$ cat src/rtl/core/gwc_pkg.sv
// Shared types, codes and helpers for the grid wall carve / set merge block.
// Used by the top level, gwc_scan, the checker and the bench; no dependencies.
package gwc_pkg;

	localparam int LABEL_W = 10;
	localparam int WORD_W  = LABEL_W + 2;
	localparam int SIZE_W  = 6;
	localparam int COORD_W = 5;

	// cell word layout: {up_open, right_open, label}
	localparam int UP_BIT    = LABEL_W + 1;
	localparam int RIGHT_BIT = LABEL_W;

	localparam logic [1:0] STATUS_CARVED  = 2'd0;
	localparam logic [1:0] STATUS_SAME    = 2'd1;
	localparam logic [1:0] STATUS_BORDER  = 2'd2;
	localparam logic [1:0] STATUS_READ    = 2'd3;

	localparam logic REQ_CARVE = 1'b0;
	localparam logic REQ_READ  = 1'b1;

	localparam logic DIR_UP    = 1'b0;
	localparam logic DIR_RIGHT = 1'b1;

	localparam logic REG_ROWS = 1'b0;
	localparam logic REG_COLS = 1'b1;

	localparam logic [SIZE_W-1:0] SIZE_DEFAULT = 6'd20;
	localparam logic [SIZE_W-1:0] SIZE_MIN     = 6'd4;

	typedef struct packed {
		logic run;
		logic last;
	} scan_ctl_t;

	// Small values fall back to the default, large ones clamp to the grid limit.
	function automatic logic [SIZE_W-1:0] eff_size(input logic [SIZE_W-1:0] raw,
			input int limit);
		logic [SIZE_W-1:0] v;
		v = (raw < SIZE_MIN) ? SIZE_DEFAULT : raw;
		return (int'(v) > limit) ? SIZE_W'(limit) : v;
	endfunction

endpackage

$ cat src/rtl/core/gwc_scan.sv
// Address walker for the relabel sweep: visits every cell of the grid in use,
// one per cycle, row by row. Depends on gwc_pkg.
module gwc_scan import gwc_pkg::*; #(
	parameter int MAX_COLS = 32,
	parameter int AW       = 10
) (
	input  logic              clk,
	input  logic              arst_n,
	input  logic              start,
	input  logic [SIZE_W-1:0] rows,
	input  logic [SIZE_W-1:0] cols,
	output logic [AW-1:0]     addr,
	output scan_ctl_t         ctl
);

	logic [SIZE_W-1:0] r_q;
	logic [SIZE_W-1:0] c_q;
	logic [AW-1:0]     base_q;
	logic              run_q;
	logic              col_end;
	logic              row_end;

	assign col_end  = (c_q == cols - SIZE_W'(1));
	assign row_end  = (r_q == rows - SIZE_W'(1));
	assign addr     = base_q + AW'(c_q);
	assign ctl.run  = run_q;
	assign ctl.last = run_q && col_end && row_end;

	always_ff @(posedge clk or negedge arst_n) begin
		if (!arst_n) begin
			run_q  <= 1'b0;
			r_q    <= '0;
			c_q    <= '0;
			base_q <= '0;
		end else if (start) begin
			run_q  <= 1'b1;
			r_q    <= '0;
			c_q    <= '0;
			base_q <= '0;
		end else if (run_q) begin
			if (col_end) begin
				c_q    <= '0;
				r_q    <= r_q + SIZE_W'(1);
				base_q <= base_q + AW'(MAX_COLS);
				if (row_end) begin
					run_q <= 1'b0;
				end
			end else begin
				c_q <= c_q + SIZE_W'(1);
			end
		end
	end

endmodule

$ cat config.mk
export PLATFORM = sky130hd
export DESIGN_NAME = gwc_scan
export DESIGN_NICKNAME = d
export VERILOG_FILES = /design/src/rtl/core/gwc_pkg.sv /design/src/rtl/core/gwc_scan.sv
export SDC_FILE = /design/constraint.sdc
export NUM_CORES = 1
export LEC_CHECK = 0
export BUFFER_PORTS_ARGS = -buffer_cell sky130_fd_sc_hd__buf_2
export CAP_MARGIN = 20
export CORE_MARGIN = 3
export CORE_UTILIZATION = 55
export CTS_BUF_LIST = sky130_fd_sc_hd__clkbuf_8 sky130_fd_sc_hd__clkbuf_16
export DETAILED_ROUTE_END_ITERATION = 7
export PLACE_DENSITY = 0.76
export SLEW_MARGIN = 20
export SYNTH_ARGS = -nofsm -noshare
export SYNTH_HDL_FRONTEND = slang
export SYNTH_SLANG_ARGS = --single-unit
$ cat constraint.sdc
create_clock -name clk -period 2.49 [get_ports clk]
set_clock_uncertainty 0.15 [all_clocks]
set_input_delay 0.249 -clock clk [delete_from_list [all_inputs] [get_ports clk]]
set_output_delay 0.249 -clock clk [all_outputs]
set_load 0.02 [all_outputs]
==> results.toml <==
[setup_path]
critPathTopFamily = "simple AND/OR/NAND/NOR gates"
cp_common_cell = "buf_2"
worst-path-max-fanout = 4
r2r_start = "c_q[4]"
slowest_stage = "or3b_1"
arrival_ps = 1960
start_kind = "input port"
worstSetupPathType = "in2out"
path_cells = "buf_2 > inv_1 > ha_1 > or3b_1 > a211oi_2 > nand4_2 > nor2_4 > and2_1 > buf_2"
max_stage_delay_ps = 380
crit_start = "cols[0]"
cp.buffers_inverters = 3
critPathCaptureType = "primary output"
worstPathRequired_ps = 2090

[grt]
grt_overflow = 0
grt_pass1_vias = 1272
grt_pass1_wl_mm = 5.64
grt_antenna_before_repair = 0
grt_use_total_pct = 21.4
grt_max_degree = 26

[finish]
drive_above_1_share_pct = 23.6
syn2layout_area_growth_pct = 14.7
stdcell_count = 221
n_antenna_cell = 0
finalNetCount = 214

[clock_tree]
insertion_delay_ps = 250
clk_path_buf_depth = 2
clock_sinks = 18
numCtsBuffers = 3
cts_tree = "yes"
root_buffer = "clkbuf_8"
clk_pin_slew_ps = 70
post_cts_buffers = 0
ctsHtreeMaxLevel = 1

[sta]
maxClockFrequency_mhz = 424
setup_violations = 0
rsz0062_at_grt = "false"
hold_slack_ps = 295
drv_slew = 0
period_minus_slack_ps = 2360
fin_ws_ps = 131
finalCritPeriodShare_pct = 94.7
hold_viol = 0

[synth]
synthTopCellsByCount = "dfrtp_1 (18), nor2_1 (11), xnor2_1 (11)"
yosysMostFrequentCell = "dfrtp_1"
synth_area_leaders = "dfrtp_1 (31%), xnor2_1 (6.6%), ha_1 (6.0%)"
avgSynthCellArea_um2 = 8.71
synth_area_mm2 = 0.00146
syn-num-nets = 190
synth_top_area_share_pct = 30.8
ys_ff_latch = 18
synthDistinctLibCells = 39
ys.flop_type = "dfrtp_1"
synth_edf_count = 0
async_reset_ff_share_pct = 100
netlist.top_cell.by_area = "dfrtp_1"
synth_cells = 168
synth_seq_area_share_pct = 30.8
ys_warn_count = 0

[placement]
dp_hpwl_mm = 2.44
dp.cells = 216
io_buffers = 26
dp_slack_ps = -56.6
routabilityCongestion = 0.903

[die]
die-area_mm2 = 0.00331
num_rows = 18
core_mm2 = 0.00250
boundaryPins = 27
die_width_um = 57.6
die_h_um = 57.6
initial_core_util_pct = 58.5

[power]
p_per_area_mw_per_mm2 = 404
p_leak_uw = 0.000772
ir_drop_uv = 304
power_uw = 679

[min_path]
min_path_type = "in2reg"
min-delay-start = "start"

[drt]
vias = 1312
drt_iter0_markers = 37
ant_nets = 0
firstDrtPassIters = 5
wl_mm = 3.10
drc = 0
vias_per_cell = 5.94
wire_per_inst_um = 14.0

[run]
maxCapViolations = 0

[run_status]
status = "completed"
==> placed cells by master (no fill, tap or decap), types with 2 or more instances in the layout <==
cell type  Yosys  routed
buf_2          1      26
dfrtp_1       18      18
xnor2_1       11      11
nor2_1        11      11
xor2_1        10      10
a21oi_1        9       9
nand2_1        8       8
nand2b_1       7       7
nand3_1        7       7
ha_1           7       7
inv_1          6       6
o31ai_1        6       6
or4_1          6       6
and3_1         5       5
o21ai_0        5       5
buf_4          2       5
nor4_1         4       4
nor2b_1        4       4
clkbuf_8       0       4
nand4_1        3       3
nor3_1         3       3
a31oi_1        2       2
nand3b_1       2       2
o211ai_1       2       2
nor3_2         2       2
mux2_4         2       2
mux2i_1        2       2
mux2_1         2       2
==> final timing paths <==
check / endpoint / slack [ps] / cells past startpoint
max in group asynchronous: r_q[1] / 1600 / 2
setup reg to reg: r_q[4] / 280 / 6
hold / removal: r_q[3] / 290 / 2
min in group asynchronous: c_q[3] / 300 / 2
setup / recovery: ctl[0] / 130 / 9
hold reg to reg: base_q[9] / 420 / 2
==> flip-flops by register name, indices dropped and copies added, names as in the netlist <==
name    count
c_q         6
run_q       1
base_q      5
r_q         6
==> stage by stage <==
step | utilization [%] | instance area, µm² | TNS [ps]
final | 67.1 | 1680 | 0
after global routing | 67.1 | 1680 | 0
after CTS | 66.7 | 1670 | 0
after detailed placement | 64.1 | 1600 | -274
after global placement | 64.1 | 1600 | 0
after floorplan | - | 1460 | 0
==> worst register-to-register path, stage by stage (launching register included) <==
cell,delay (ps)
dfrtp_1,460
xor2_1,220
a211oi_2,230
nand4_2,190
buf_4,210
or4_1,510
a21oi_1,160
==> kinds of logic (layout without fill, tap and decap cells) <==
logic type      count (synthesis)  in the layout  share of synthesized area [%]
other cells                     1              1                          0.256
mux                             6              6                           4.96
simple gates                   68             68                           27.1
fa+ha+maj                       7              7                           5.99
buf+inv                        19             42                           5.99
xor+xnor                       21             21                           12.6
compound gates                 28             28                           12.3
flops                          18             18                           30.8
==> layer usage <==
metal | GRT usage, % | wire length (µm)
met5 | 0 | 0
met4 | 6.62 | 24
met3 | 3.17 | 115
met2 | 38.2 | 1580
met1 | 26.3 | 1370
==> power by group <==
group / internal (µW) / switching, µW / total, µW
sequential: 298 / 10.6 / 308
clock: 140 / 97.0 / 237
combinational: 53.9 / 79.0 / 133
==> repair_timing <==
item | in CTS | in global routing
setup endpoints to repair | 0 | 1
hold buffers | 1 | 0
endpoints found under the hold margin | 18 | 0
gates resized for setup | 0 | 3
==> area by class of cell <==
cell class / instances / area [µm²]
Clock buffer: 4 / 55.1
Fill cell: 220 / 822
Inverter: 6 / 22.5
Multi-Input combinational cell: 131 / 935
Sequential cell: 18 / 450
Tap cell: 30 / 37.5
Timing Repair Buffer: 32 / 178
No activity file was read; power rests on OpenSTA's default activity.
